### src/rtl/core/gnd_pkg.sv
`timescale 1ns / 1ps
// ----------------------------------------------------------------------------
// gnd_pkg: shared types and constants for the greedy note dispenser
// Note table, reciprocal table for division by a note value, status codes
// and the command/status structs between controller and datapath.
// ----------------------------------------------------------------------------
package gnd_pkg;

   // Data widths
   localparam int COUNT_BITS  = 16;
   localparam int AMOUNT_BITS = 16;
   localparam int NUM_NOTES   = 6;
   localparam int IDX_BITS    = 3;
   localparam int VALUE_BITS  = 7;

   localparam logic [IDX_BITS-1:0] LAST_NOTE = IDX_BITS'(NUM_NOTES - 1);

   // Division by a note value: q0 = (rest * RECIP) >> RECIP_SHIFT is the
   // quotient or one less; one compare and subtract corrects it.
   localparam int RECIP_SHIFT = AMOUNT_BITS + 1;
   localparam int PROD_BITS   = AMOUNT_BITS + RECIP_SHIFT;
   localparam int SV_BITS     = COUNT_BITS + VALUE_BITS;
   localparam int QV_BITS     = AMOUNT_BITS + VALUE_BITS;
   localparam int CMP_BITS    = (AMOUNT_BITS > COUNT_BITS) ? AMOUNT_BITS : COUNT_BITS;
   localparam int TAKE_BITS   = (COUNT_BITS > 15) ? COUNT_BITS : 15;

   localparam logic [VALUE_BITS-1:0] NOTE_VALUE [NUM_NOTES] = '{
      7'd100, 7'd50, 7'd20, 7'd10, 7'd5, 7'd2
   };

   localparam logic [RECIP_SHIFT-1:0] NOTE_RECIP [NUM_NOTES] = '{
      RECIP_SHIFT'((64'd1 << RECIP_SHIFT) / 64'd100),
      RECIP_SHIFT'((64'd1 << RECIP_SHIFT) / 64'd50),
      RECIP_SHIFT'((64'd1 << RECIP_SHIFT) / 64'd20),
      RECIP_SHIFT'((64'd1 << RECIP_SHIFT) / 64'd10),
      RECIP_SHIFT'((64'd1 << RECIP_SHIFT) / 64'd5),
      RECIP_SHIFT'((64'd1 << RECIP_SHIFT) / 64'd2)
   };

   // Request opcodes
   localparam logic OP_WITHDRAW = 1'b0;
   localparam logic OP_LOAD     = 1'b1;

   // Response status codes
   localparam logic [2:0] ST_DISPENSED   = 3'd0;
   localparam logic [2:0] ST_ZERO_AMOUNT = 3'd1;
   localparam logic [2:0] ST_BELOW_MIN   = 3'd2;
   localparam logic [2:0] ST_UNAVAILABLE = 3'd3;
   localparam logic [2:0] ST_LOAD_DONE   = 3'd4;

   // Controller to datapath
   typedef struct packed {
      logic                start;   // capture request
      logic                mul;     // reciprocal and stock*value products
      logic                step;    // resolve one note value
      logic                finish;  // commit or reject
      logic                emit;    // load response register
      logic [IDX_BITS-1:0] idx;     // current note value
   } dp_cmd_type;

   // Datapath to controller
   typedef struct packed {
      logic short_req;  // load, zero or below-minimum: no greedy pass
   } dp_status_type;

endpackage

### src/rtl/core/gnd_ctrl.sv
`timescale 1ns / 1ps
// ----------------------------------------------------------------------------
// gnd_ctrl: request sequencer
// Walks the note values largest first, through a product state and a divide
// step each, then commits and hands the result to the response register.
// ----------------------------------------------------------------------------
module gnd_ctrl (
   input  logic                  clock,
   input  logic                  reset,
   input  logic                  req_valid,
   output logic                  req_ready,
   output logic                  rsp_valid,
   input  logic                  rsp_ready,
   input  gnd_pkg::dp_status_type sts,
   output gnd_pkg::dp_cmd_type   cmd
);
   import gnd_pkg::*;

   localparam logic [2:0] S_IDLE = 3'd0;
   localparam logic [2:0] S_MUL  = 3'd1;
   localparam logic [2:0] S_DIV  = 3'd2;
   localparam logic [2:0] S_FIN  = 3'd3;
   localparam logic [2:0] S_OUT  = 3'd4;

   logic [2:0]          state_ff, state_in;
   logic [IDX_BITS-1:0] idx_ff, idx_in;
   logic                rsp_valid_ff, rsp_valid_in;

   // Next state and commands
   always_comb begin
      state_in     = state_ff;
      idx_in       = idx_ff;
      rsp_valid_in = rsp_valid_ff & ~rsp_ready;
      cmd          = '0;
      cmd.idx      = idx_ff;
      case (state_ff)
         S_IDLE: begin
            if (req_valid) begin
               cmd.start = 1'b1;
               idx_in    = '0;
               state_in  = sts.short_req ? S_OUT : S_MUL;
            end
         end
         S_MUL: begin
            cmd.mul  = 1'b1;
            state_in = S_DIV;
         end
         S_DIV: begin
            cmd.step = 1'b1;
            if (idx_ff == LAST_NOTE) begin
               state_in = S_FIN;
            end else begin
               idx_in   = idx_ff + 1'b1;
               state_in = S_MUL;
            end
         end
         S_FIN: begin
            cmd.finish = 1'b1;
            state_in   = S_OUT;
         end
         S_OUT: begin
            // wait for the response register to free up
            if (!rsp_valid_ff || rsp_ready) begin
               cmd.emit     = 1'b1;
               rsp_valid_in = 1'b1;
               state_in     = S_IDLE;
            end
         end
         default: begin
            state_in = S_IDLE;
         end
      endcase
   end

   always_ff @(posedge clock) begin
      if (reset) begin
         state_ff     <= S_IDLE;
         idx_ff       <= '0;
         rsp_valid_ff <= 1'b0;
      end else begin
         state_ff     <= state_in;
         idx_ff       <= idx_in;
         rsp_valid_ff <= rsp_valid_in;
      end
   end

   assign req_ready = (state_ff == S_IDLE);
   assign rsp_valid = rsp_valid_ff;

endmodule

### src/rtl/core/gnd_datapath.sv
`timescale 1ns / 1ps
// ----------------------------------------------------------------------------
// gnd_datapath: stock counts, greedy divide unit and response register
// One shared reciprocal multiplier divides the remaining amount by the
// current note value; the take is the smaller of quotient and stock.
// ----------------------------------------------------------------------------
module gnd_datapath (
   input  logic                   clock,
   input  logic                   reset,
   input  gnd_pkg::dp_cmd_type    cmd,
   output gnd_pkg::dp_status_type sts,
   input  logic                   req_op,
   input  logic [15:0]            req_amount,
   input  logic [2:0]             req_note_index,
   input  logic [15:0]            req_note_count,
   output logic [2:0]             rsp_status,
   output logic [9:0]             rsp_take_100,
   output logic [10:0]            rsp_take_50,
   output logic [11:0]            rsp_take_20,
   output logic [12:0]            rsp_take_10,
   output logic [13:0]            rsp_take_5,
   output logic [14:0]            rsp_take_2
);
   import gnd_pkg::*;

   logic [COUNT_BITS-1:0]  stock_ff [NUM_NOTES];
   logic [COUNT_BITS-1:0]  take_ff  [NUM_NOTES];
   logic [AMOUNT_BITS-1:0] rest_ff;
   logic [2:0]             status_ff;
   logic [PROD_BITS-1:0]   prod_ff;
   logic [SV_BITS-1:0]     sv_ff;

   logic [AMOUNT_BITS-1:0] req_amt;
   logic [COUNT_BITS-1:0]  cur_stock;
   logic [VALUE_BITS-1:0]  cur_value;
   logic [AMOUNT_BITS-1:0] q0, q, rem0, rem, rest_in;
   logic [QV_BITS-1:0]     qv;
   logic [COUNT_BITS-1:0]  take_in;

   logic [2:0]             out_status_ff;
   logic [TAKE_BITS-1:0]   out_take_ff [NUM_NOTES];

   assign req_amt   = AMOUNT_BITS'(req_amount);
   assign cur_stock = stock_ff[cmd.idx];
   assign cur_value = NOTE_VALUE[cmd.idx];

   assign sts.short_req = (req_op == OP_LOAD) || (req_amt < AMOUNT_BITS'(2));

   // Quotient with one correction, then clamp to stock
   always_comb begin
      q0   = prod_ff[PROD_BITS-1:RECIP_SHIFT];
      qv   = QV_BITS'(q0) * QV_BITS'(cur_value);
      rem0 = rest_ff - AMOUNT_BITS'(qv);
      if (rem0 >= AMOUNT_BITS'(cur_value)) begin
         q   = q0 + 1'b1;
         rem = rem0 - AMOUNT_BITS'(cur_value);
      end else begin
         q   = q0;
         rem = rem0;
      end
      if (CMP_BITS'(cur_stock) < CMP_BITS'(q)) begin
         take_in = cur_stock;
         rest_in = rest_ff - AMOUNT_BITS'(sv_ff);
      end else begin
         take_in = COUNT_BITS'(q);
         rest_in = rem;
      end
   end

   // Stock counts
   always_ff @(posedge clock) begin
      if (reset) begin
         for (int i = 0; i < NUM_NOTES; i++) begin
            stock_ff[i] <= '0;
         end
      end else if (cmd.start && req_op == OP_LOAD) begin
         if (req_note_index < IDX_BITS'(NUM_NOTES)) begin
            stock_ff[req_note_index] <= COUNT_BITS'(req_note_count);
         end
      end else if (cmd.finish && rest_ff == '0) begin
         for (int i = 0; i < NUM_NOTES; i++) begin
            stock_ff[i] <= stock_ff[i] - take_ff[i];
         end
      end
   end

   // Working registers
   always_ff @(posedge clock) begin
      if (cmd.start) begin
         rest_ff <= req_amt;
         for (int i = 0; i < NUM_NOTES; i++) begin
            take_ff[i] <= '0;
         end
         if (req_op == OP_LOAD) begin
            status_ff <= ST_LOAD_DONE;
         end else if (req_amt == '0) begin
            status_ff <= ST_ZERO_AMOUNT;
         end else if (req_amt < AMOUNT_BITS'(2)) begin
            status_ff <= ST_BELOW_MIN;
         end else begin
            status_ff <= ST_DISPENSED;
         end
      end
      if (cmd.mul) begin
         prod_ff <= PROD_BITS'(rest_ff) * PROD_BITS'(NOTE_RECIP[cmd.idx]);
         sv_ff   <= SV_BITS'(cur_stock) * SV_BITS'(cur_value);
      end
      if (cmd.step) begin
         take_ff[cmd.idx] <= take_in;
         rest_ff          <= rest_in;
      end
      if (cmd.finish && rest_ff != '0) begin
         status_ff <= ST_UNAVAILABLE;
         for (int i = 0; i < NUM_NOTES; i++) begin
            take_ff[i] <= '0;
         end
      end
   end

   // Response register
   always_ff @(posedge clock) begin
      if (cmd.emit) begin
         out_status_ff <= status_ff;
         for (int i = 0; i < NUM_NOTES; i++) begin
            out_take_ff[i] <= TAKE_BITS'(take_ff[i]);
         end
      end
   end

   assign rsp_status   = out_status_ff;
   assign rsp_take_100 = out_take_ff[0][9:0];
   assign rsp_take_50  = out_take_ff[1][10:0];
   assign rsp_take_20  = out_take_ff[2][11:0];
   assign rsp_take_10  = out_take_ff[3][12:0];
   assign rsp_take_5   = out_take_ff[4][13:0];
   assign rsp_take_2   = out_take_ff[5][14:0];

endmodule

### src/rtl/core/greedy_note_dispenser_top.sv
`timescale 1ns / 1ps
// Sequence: load, zero or below-minimum request goes from capture to response
//   load; withdraw request passes a product and a divide step per note value
//   through the shared reciprocal divide unit, then commit and response load.
// Throughput: one request at a time; next request taken once the response
//   register has been loaded, even while that response waits.
// Reset: synchronous; clears all stock counts to zero and returns to idle.
// ----------------------------------------------------------------------------
// greedy_note_dispenser_top: greedy change making from limited note stock
// Joins the request sequencer and the datapath.
// ----------------------------------------------------------------------------
module greedy_note_dispenser_top (
   input  logic        clock,
   input  logic        reset,
   input  logic        req_valid,
   output logic        req_ready,
   input  logic        req_op,
   input  logic [15:0] req_amount,
   input  logic [2:0]  req_note_index,
   input  logic [15:0] req_note_count,
   output logic        rsp_valid,
   input  logic        rsp_ready,
   output logic [2:0]  rsp_status,
   output logic [9:0]  rsp_take_100,
   output logic [10:0] rsp_take_50,
   output logic [11:0] rsp_take_20,
   output logic [12:0] rsp_take_10,
   output logic [13:0] rsp_take_5,
   output logic [14:0] rsp_take_2
);
   import gnd_pkg::*;

   dp_cmd_type    cmd;
   dp_status_type sts;

   gnd_ctrl u_ctrl (
      .clock     (clock),
      .reset     (reset),
      .req_valid (req_valid),
      .req_ready (req_ready),
      .rsp_valid (rsp_valid),
      .rsp_ready (rsp_ready),
      .sts       (sts),
      .cmd       (cmd)
   );

   gnd_datapath u_datapath (
      .clock          (clock),
      .reset          (reset),
      .cmd            (cmd),
      .sts            (sts),
      .req_op         (req_op),
      .req_amount     (req_amount),
      .req_note_index (req_note_index),
      .req_note_count (req_note_count),
      .rsp_status     (rsp_status),
      .rsp_take_100   (rsp_take_100),
      .rsp_take_50    (rsp_take_50),
      .rsp_take_20    (rsp_take_20),
      .rsp_take_10    (rsp_take_10),
      .rsp_take_5     (rsp_take_5),
      .rsp_take_2     (rsp_take_2)
   );

   // Each divide step uses the products formed for the same note value
   a_step_after_mul: assert property (@(posedge clock) disable iff (reset)
      cmd.step |-> ($past(cmd.mul) && $past(cmd.idx) == cmd.idx))
      else $error("divide step without matching product cycle");

   // Note index stays within the table while dividing
   a_idx_range: assert property (@(posedge clock) disable iff (reset)
      (cmd.mul || cmd.step) |-> (cmd.idx <= LAST_NOTE))
      else $error("note index out of range");

   // Nothing dispensed means every take is zero
   a_takes_zero: assert property (@(posedge clock) disable iff (reset)
      (rsp_valid && rsp_status != ST_DISPENSED) |->
         (rsp_take_100 == '0 && rsp_take_50 == '0 && rsp_take_20 == '0 &&
          rsp_take_10 == '0 && rsp_take_5 == '0 && rsp_take_2 == '0))
      else $error("takes reported on a request that dispensed nothing");

   // A dispensed request hands out at least one note
   a_takes_some: assert property (@(posedge clock) disable iff (reset)
      (rsp_valid && rsp_status == ST_DISPENSED) |->
         ((|rsp_take_100) || (|rsp_take_50) || (|rsp_take_20) ||
          (|rsp_take_10) || (|rsp_take_5) || (|rsp_take_2)))
      else $error("dispensed request with no notes");

endmodule
### config.mk
export PLATFORM = sky130hd
export DESIGN_NAME = greedy_note_dispenser_top
export DESIGN_NICKNAME = d
export VERILOG_FILES = /design/src/rtl/core/gnd_pkg.sv /design/src/rtl/core/gnd_ctrl.sv /design/src/rtl/core/gnd_datapath.sv /design/src/rtl/core/greedy_note_dispenser_top.sv
export SDC_FILE = /design/constraint.sdc
export NUM_CORES = 2
export LEC_CHECK = 0
export BUFFER_PORTS_ARGS = -buffer_cell sky130_fd_sc_hd__buf_2
export CAP_MARGIN = 20
export CORE_MARGIN = 10
export CORE_UTILIZATION = 55
export CTS_CLUSTER_DIAMETER = 50
export DETAILED_ROUTE_END_ITERATION = 8
export PLACE_DENSITY = 0.72
export SYNTH_ARGS = -nofsm -noshare
export SYNTH_HDL_FRONTEND = slang
export SYNTH_SLANG_ARGS = --single-unit
### constraint.sdc
create_clock -name clock -period 10.5 [get_ports clock]
set_input_delay 2.1 -clock clock [delete_from_list [all_inputs] [get_ports clock]]
set_output_delay 2.1 -clock clock [all_outputs]
set_load 0.02 [all_outputs]
* Word level (Yosys, flattened, before mapping)
Memories as Yosys holds them, arrays and structs flattened. A register that Yosys moved wholly into a read port is not among the register bits. Cells that the tools add are included.
Cells by class: add/subtract/negate cells 11, multiply operators 3, divide/modulo/power cells 0, magnitude comparators 5, equal/unequal tests 8, shift-type cells 0, mux-type cells 68, bitwise logic cells 15, reduce and logical (&&, ||, !) cells 16
Operators with widths (count):
- $mux 16 | 20
- $sub 16x16->16 | 8
- $mux 17 | 2
- $mul 16x17->33 | 1
- $mux 3 | 11
- $logic_not 16->1 | 2
- $mul 16x7->16 | 2
- $reduce_or 16->1 | 2
- $mux 1 | 29
- $add 16x1->16 const B | 1
- $ge 16x7->1 | 1
- $lt 16x16->1 | 1
- $lt 16x2->1 const B | 1
- $reduce_bool 16->1 | 1
- $sub 16x7->16 | 1
- $pmux 3 s5 | 1
- $mux 7 | 2
- $or 1x1->1 | 12
- $eq 3x2->1 const B | 2
- $eq 3x3->1 const B | 2
- $pmux 3 s2 | 1
- $ge 4x4->1 const B | 1
- $mux 2 | 2
- $ne 2x2->1 const B | 2
- 14 further kinds | 18
Word-level totals: bits in registers 78, latch bits 0, memory bits (writable) 288, memory bits (read-only) 192, input port bits 40, output and inout bits 80, word-level logic and storage cells 139, memories kept 5
Memory list:
- (no name shown) | words 8, width 17, rd ports 1, clocked after Yosys merged registers in 0, write ports 0, RTL line gnd_datapath.sv:105 | prod_ff <= PROD_BITS'(rest_ff) * PROD_BITS'(NOTE_RECIP[cmd.idx]);
- u_datapath.out_take_ff | words 6, width 16, rd ports 6, clocked after Yosys merged registers in 0, write ports 6, RTL line gnd_datapath.sv:41 | logic [TAKE_BITS-1:0] out_take_ff [NUM_NOTES];
- u_datapath.stock_ff | words 6, width 16, rd ports 7, clocked after Yosys merged registers in 1, write ports 6, RTL line gnd_datapath.sv:26 | logic [COUNT_BITS-1:0] stock_ff [NUM_NOTES];
- u_datapath.take_ff | words 6, width 16, rd ports 6, clocked after Yosys merged registers in 0, write ports 6, RTL line gnd_datapath.sv:27 | logic [COUNT_BITS-1:0] take_ff [NUM_NOTES];
- (no name shown) | words 8, width 7, rd ports 1, clocked after Yosys merged registers in 0, write ports 0, RTL line gnd_datapath.sv:45 | assign cur_value = NOTE_VALUE[cmd.idx];

* Depth between registers and ports, before layout
depth in word-level cells 11, mapped depth 40, gate-level depth less buffers 34

* Hierarchy
From an unflattened synthesis, not the netlist that was laid out.
Unflattened totals: cell total of the unflattened synthesis 3364, area, all modules 33698.6 um^2
By module, submodules not included:
- gnd_datapath | times used 1, cells each 3317, area an instance 33291.9 um^2, seq. area each 10570.1 um^2
- gnd_ctrl | times used 1, cells each 47, area an instance 406.6 um^2, seq. area each 140.1 um^2

* Worst setup path after synthesis
OpenSTA, ideal clock, no wires.
path kind reg-to-reg, start register u_ctrl.idx_ff[0], end register u_datapath.rest_ff[2] (data pin), library setup time 259 ps, data arrival time 8973 ps, required time 10241 ps, setup slack 1268 ps, cell stages (with the launch flop) 40, buffers on the path 7, clock period less this slack 9232 ps, cell sequence dfxtp_1 clkbuf_1 inv_1 buf_1 ha_1 clkbuf_1 nor2b_1 clkbuf_1 nand2_1 fa_1 fa_1 fa_1 inv_1 fa_1 inv_1 ha_1 buf_2 nor3_1 [4 not listed] nand4_2 nor4_4 buf_2 nor3_1 xnor2_1 ha_1 a21oi_1 nor2b_1 o21ai_0 nand2b_1 a21oi_1 nor2b_1 o21ai_0 nand2b_1 a221oi_1 clkbuf_1 a21oi_1 o31a_1
On the way: word-level cells in the longest chain between the ends 11, elaborated cells between the ends (all ways) 13, classes of those cells 2 x add/sub; 1 x mul; 2 x order compare; 6 x mux; 1 x bitwise; 1 x memory
RTL lines:
- start: declaration | RTL line gnd_ctrl.sv:26 | logic [IDX_BITS-1:0] idx_ff, idx_in;
- start signal: assignment | RTL line gnd_ctrl.sv:82 | idx_ff <= idx_in;
- $not 3->4 (implied by the code) (*) | RTL line gnd_datapath.sv:45
- $mem_v2 8x7 (*)
- $mux 7 (implied by the code) (*) (2 in a row) | RTL line gnd_datapath.sv:45
- $mul 16x7->16 | RTL line gnd_datapath.sv:52 | qv = QV_BITS'(q0) * QV_BITS'(cur_value);
- $sub 16x16->16 | RTL line gnd_datapath.sv:53 | rem0 = rest_ff - AMOUNT_BITS'(qv);
- $ge 16x7->1 | RTL line gnd_datapath.sv:54 | if (rem0 >= AMOUNT_BITS'(cur_value)) begin
- $mux 16 | RTL line gnd_datapath.sv:54
- $lt 16x16->1 | RTL line gnd_datapath.sv:61 | if (CMP_BITS'(cur_stock) < CMP_BITS'(q)) begin
- $mux 16 (*) | RTL line gnd_datapath.sv:61
- $mux 16 (*) | RTL line gnd_datapath.sv:108 | if (cmd.step) begin
- end signal: assignment | RTL line gnd_datapath.sv:90 | rest_ff <= req_amt;
- end signal: assignment | RTL line gnd_datapath.sv:110 | rest_ff <= rest_in;
- end: declaration | RTL line gnd_datapath.sv:28 | logic [AMOUNT_BITS-1:0] rest_ff;
Every way passes the cells marked *; elsewhere a longest branch is shown, timed or not. The select of a mux whose other input is x is not followed. A chain may end at the register's enable or synchronous reset.

* Worst setup path after layout
start register u_ctrl.idx_ff[1], end register u_datapath.rest_ff[4] (data pin)
Same word-level chain as after synthesis.

==> key figures <==
Global route
  • Antenna violations before repair: 2
  • First-pass GRT wire length: approximately 150000 um
  • GRT Total Usage: between 20% and 30%
  • Largest net degree at the start of global routing: a little under 90
  • Grt total ovfl: 0
  • Vias in the first global route: around 25000

Setup path
  • End of the critical path: u_datapath.rest_ff[4]$_DFFE_PP_
  • Crit start category: register
  • Crit path launch: u_ctrl.idx_ff[1]$_SDFFE_PP0P_
  • WS Path Type: register to register
  • Critical Path Sink Type: register
  • Critical path's slowest cell: ha_1
  • WP data required: roughly 11 ns
  • CP bufs+invs: 5
  • Worst path top cell family by delay: adder cells
  • R2R setup slack: between 0.8 and 0.9 ns
  • Worst Reg-to-Reg Cells: 31
  • Crit path largest cell delay: just under 0.8 ns
  • FF-to-FF End: u_datapath.rest_ff[4]$_DFFE_PP_
  • Reg2reg start: u_ctrl.idx_ff[1]$_SDFFE_PP0P_
  • Critical Path Fanout Max: 30
  • Crit. path cell count: 31
  • Arr. time, crit path: about 10 ns

Synthesis
  • Sequential area share after synthesis: 31.90%
  • Synth cell types: about 80
  • Mean area per synthesized cell: roughly 10 sq um
  • Dominant cell by count in the synthesized netlist: inv_1
  • Synth cell count leaders: inv_1 (552), edfxtp_1 (350), nand2_1 (340), fa_1 (318), ha_1 (294)
  • Synth top area cells: edfxtp_1 (31%), fa_1 (19%), ha_1 (11%), inv_1 (6.1%), nand2_1 (3.8%)
  • Ys async rst share: 0%
  • Yosys reg bits: around 360
  • Top_reg_cell synth: edfxtp_1
  • EDFF count, synth: between 300 and 400
  • Cells after Synth: 3369
  • Top-area cell type share of the netlist area: 31.13%
  • Yosys warning count: 0
  • Cell Area, Synth: between 0.03 and 0.04 sq mm
  • Synth area leader: edfxtp_1

Timing
  • Final TNS setup: 0 ns
  • F_max: between 100 and 150 MHz
  • Slew Limit Headroom: a little under a quarter
  • Setup ws final: approximately 0.89 ns
  • Hold WS: approximately 0.44 ns
  • Period utilization: roughly nine tenths
  • Minimum clock period: between 9 and 10 ns
  • Worst-Margin Slew: roughly 1.1 ns
  • RSZ-0062 raised after global routing: no
  • Slew Limit Fails: 0
  • Setup violators final: 0
  • Final hold viol count: 0
  • Skew final: ~0.032 ns

CTS
  • Clock root buffer: clkbuf_16
  • Total CTS buffers: 45
  • Clock Path Buffers: 3
  • Setup bufs post-CTS: 0
  • CTS sink cnt: about 360
  • Post-cts sizing count: 0
  • CTS tree: done
  • Clock latency on the worst-skew pair: between 0.6 and 0.7 ns
  • Clock transition at the registers of the reported paths: around 0.060 ns
  • H-tree lvl count: 2
  • Hold_buf cts: 0

Floorplan
  • Die height: 267.8 um
  • Die width: between 200 and 300 um
  • Core region area: roughly 0.06 sq mm
  • FP Rows: 90
  • Die area: a little over 0.07 sq mm
  • Ports: 120
  • Initial core utilization: about 56%

Finish
  • Non-Filler Instances: 4300
  • Area growth, synth to finish: 9.090%
  • Final net count: roughly 4100
  • Layout cells sized above 1: ~8.7%
  • Fin util: 60.80%

Placed design
  • DP Wirelength: between 70000 and 80000 um
  • DP Worst Slack: roughly 1.1 ns
  • Buffers on Ports: 119
  • Dpl cells: roughly 4200
  • Final Wtd Congestion: roughly 0.94

Pwr
  • VDD IR max: 0.5165 mV
  • P per Cell Area: between 200 and 300 mW/mm^2
  • Leak: around 16 nW

Drt
  • Via density: 5.942
  • Via count: approximately 26000
  • Average wire per standard cell: 22.19 um
  • Detail Route Antenna Nets: 0
  • Post-route DRC violation count: 0
  • Drt initial violations: approximately 2700
  • Detailed Route WL: about 95000 um
  • Pre-antenna DRT Iters: 6

Hold path
  • Hold Path Class: register to register
  • Hold Path Cell Cnt: 0

Status
  • Status: finished, final reports clean

Run
  • Max-cap violations: 0
-- metrics by stage --
step	cell area, sq um	power (mW)
after floorplan	33880	6.679
after CTS	36790	9.712
after global routing	36830	10.56
after detailed placement	35340	8.124
after global placement	35340	8.076
final	36830	9.759
-- state kept, by name (all words and copies together), names as in the netlist, named ones only --
name	flops
u_datapath.rest_ff	16
u_datapath.stock_ff	128
u_datapath.status_ff	3
u_datapath.prod_ff	16
u_datapath.sv_ff	16
u_datapath.out_take_ff	75
u_datapath.take_ff	96
u_ctrl.idx_ff	3
u_ctrl.rsp_valid	1
u_ctrl.state_ff	3
u_datapath.rsp_status	3
-- where the power goes --
part / switching (mW) / internal, mW / total (mW)
registers: 0.127 / 1.74 / 1.87
logic: 3.81 / 2.54 / 6.35
clock network: 0.678 / 0.862 / 1.54
-- worst min path at each step --
| stage | start | endpoint | slack, ns |
|---|---|---|---|
| after detailed placement | u_datapath.status_ff[0]$_SDFFE_PP1P_ | u_datapath.rsp_status[0]$_DFFE_PP_ | 0.43 |
| after floorplan | u_datapath.status_ff[2]$_SDFFE_PP0P_ | u_datapath.rsp_status[2]$_DFFE_PP_ | 0.41 |
| final | u_datapath.status_ff[0]$_SDFFE_PP1P_ | u_datapath.rsp_status[0]$_DFFE_PP_ | 0.44 |
| after global placement | u_datapath.status_ff[2]$_SDFFE_PP0P_ | u_datapath.rsp_status[2]$_DFFE_PP_ | 0.43 |
| after global routing | u_datapath.status_ff[0]$_SDFFE_PP1P_ | u_datapath.rsp_status[0]$_DFFE_PP_ | 0.46 |
| after CTS | u_datapath.status_ff[0]$_SDFFE_PP1P_ | u_datapath.rsp_status[0]$_DFFE_PP_ | 0.44 |
-- layout make-up --
class                   instances  area (sq um)
diodes                          1         2.502
clock buffers                  52          1162
clock inverters                28         292.8
fillers                      5120         23750
inverters                     553          2076
multi-input cells            2361         20620
flip-flops and latches        363         10770
well taps                     782         978.4
repair buffers                160         927.1
-- cells in the final DEF (no fill, tap or decap), drive strengths merged, types with 14 or more instances in the layout --
cell type and count:
nand3 39, conb 32, a21boi 23, a31oi 22, nor4 23, nor2 172
o21bai 27, xnor2 120, mux2 14, xor2 46, ha 294, nor2b 42
mux4 32, edfxtp 350, a21o 34, and2 119, buf 160, inv 561
nor3 165, a21oi 114, clkinv 16, fa 318, nand2b 35, o21ai 144
or3 20, and3 20, nand2 340, clkbuf 52, o21a 17
-- worst register-to-register path: cells and delay by family, from the launching register on --
family                     cells  cell delay (ns)
AOI/OAI and AO/OA              7             1.97
xor gates and xnor gates       1             0.15
and+or+nand+nor               10             2.27
buffers and inverters          5             1.14
DFF                            1             0.33
adders and majority gates      8             3.61
-- logic make-up (layout without fill, tap and decap cells) --
family | Yosys count | after routing | synth area share (%)
buffers and inverters | 676 | 793 | 7.571
AND/OR/NAND/NOR | 1014 | 1014 | 14.49
AO/OA/AOI/OAI | 482 | 482 | 9.112
XOR/XNOR | 166 | 166 | 4.306
multiplexers | 55 | 55 | 2.868
adder cells (fa/ha/maj) | 612 | 612 | 29.75
other | 1 | 33 | 0.01111
flip-flops | 363 | 363 | 31.90
-- metal layers --
| metal | global-route usage [%] | part of all wire, % | routed length (um) |
|---|---|---|---|
| met3 | 5.037 | 10 | 9885 |
| met4 | 10.32 | 4.0 | 3848 |
| met2 | 43.28 | 46 | 44330 |
| met5 | 0 | 0.014 | 13 |
| met1 | 35.66 | 39 | 37340 |
Note: power is estimated with default switching activity, not from simulation.
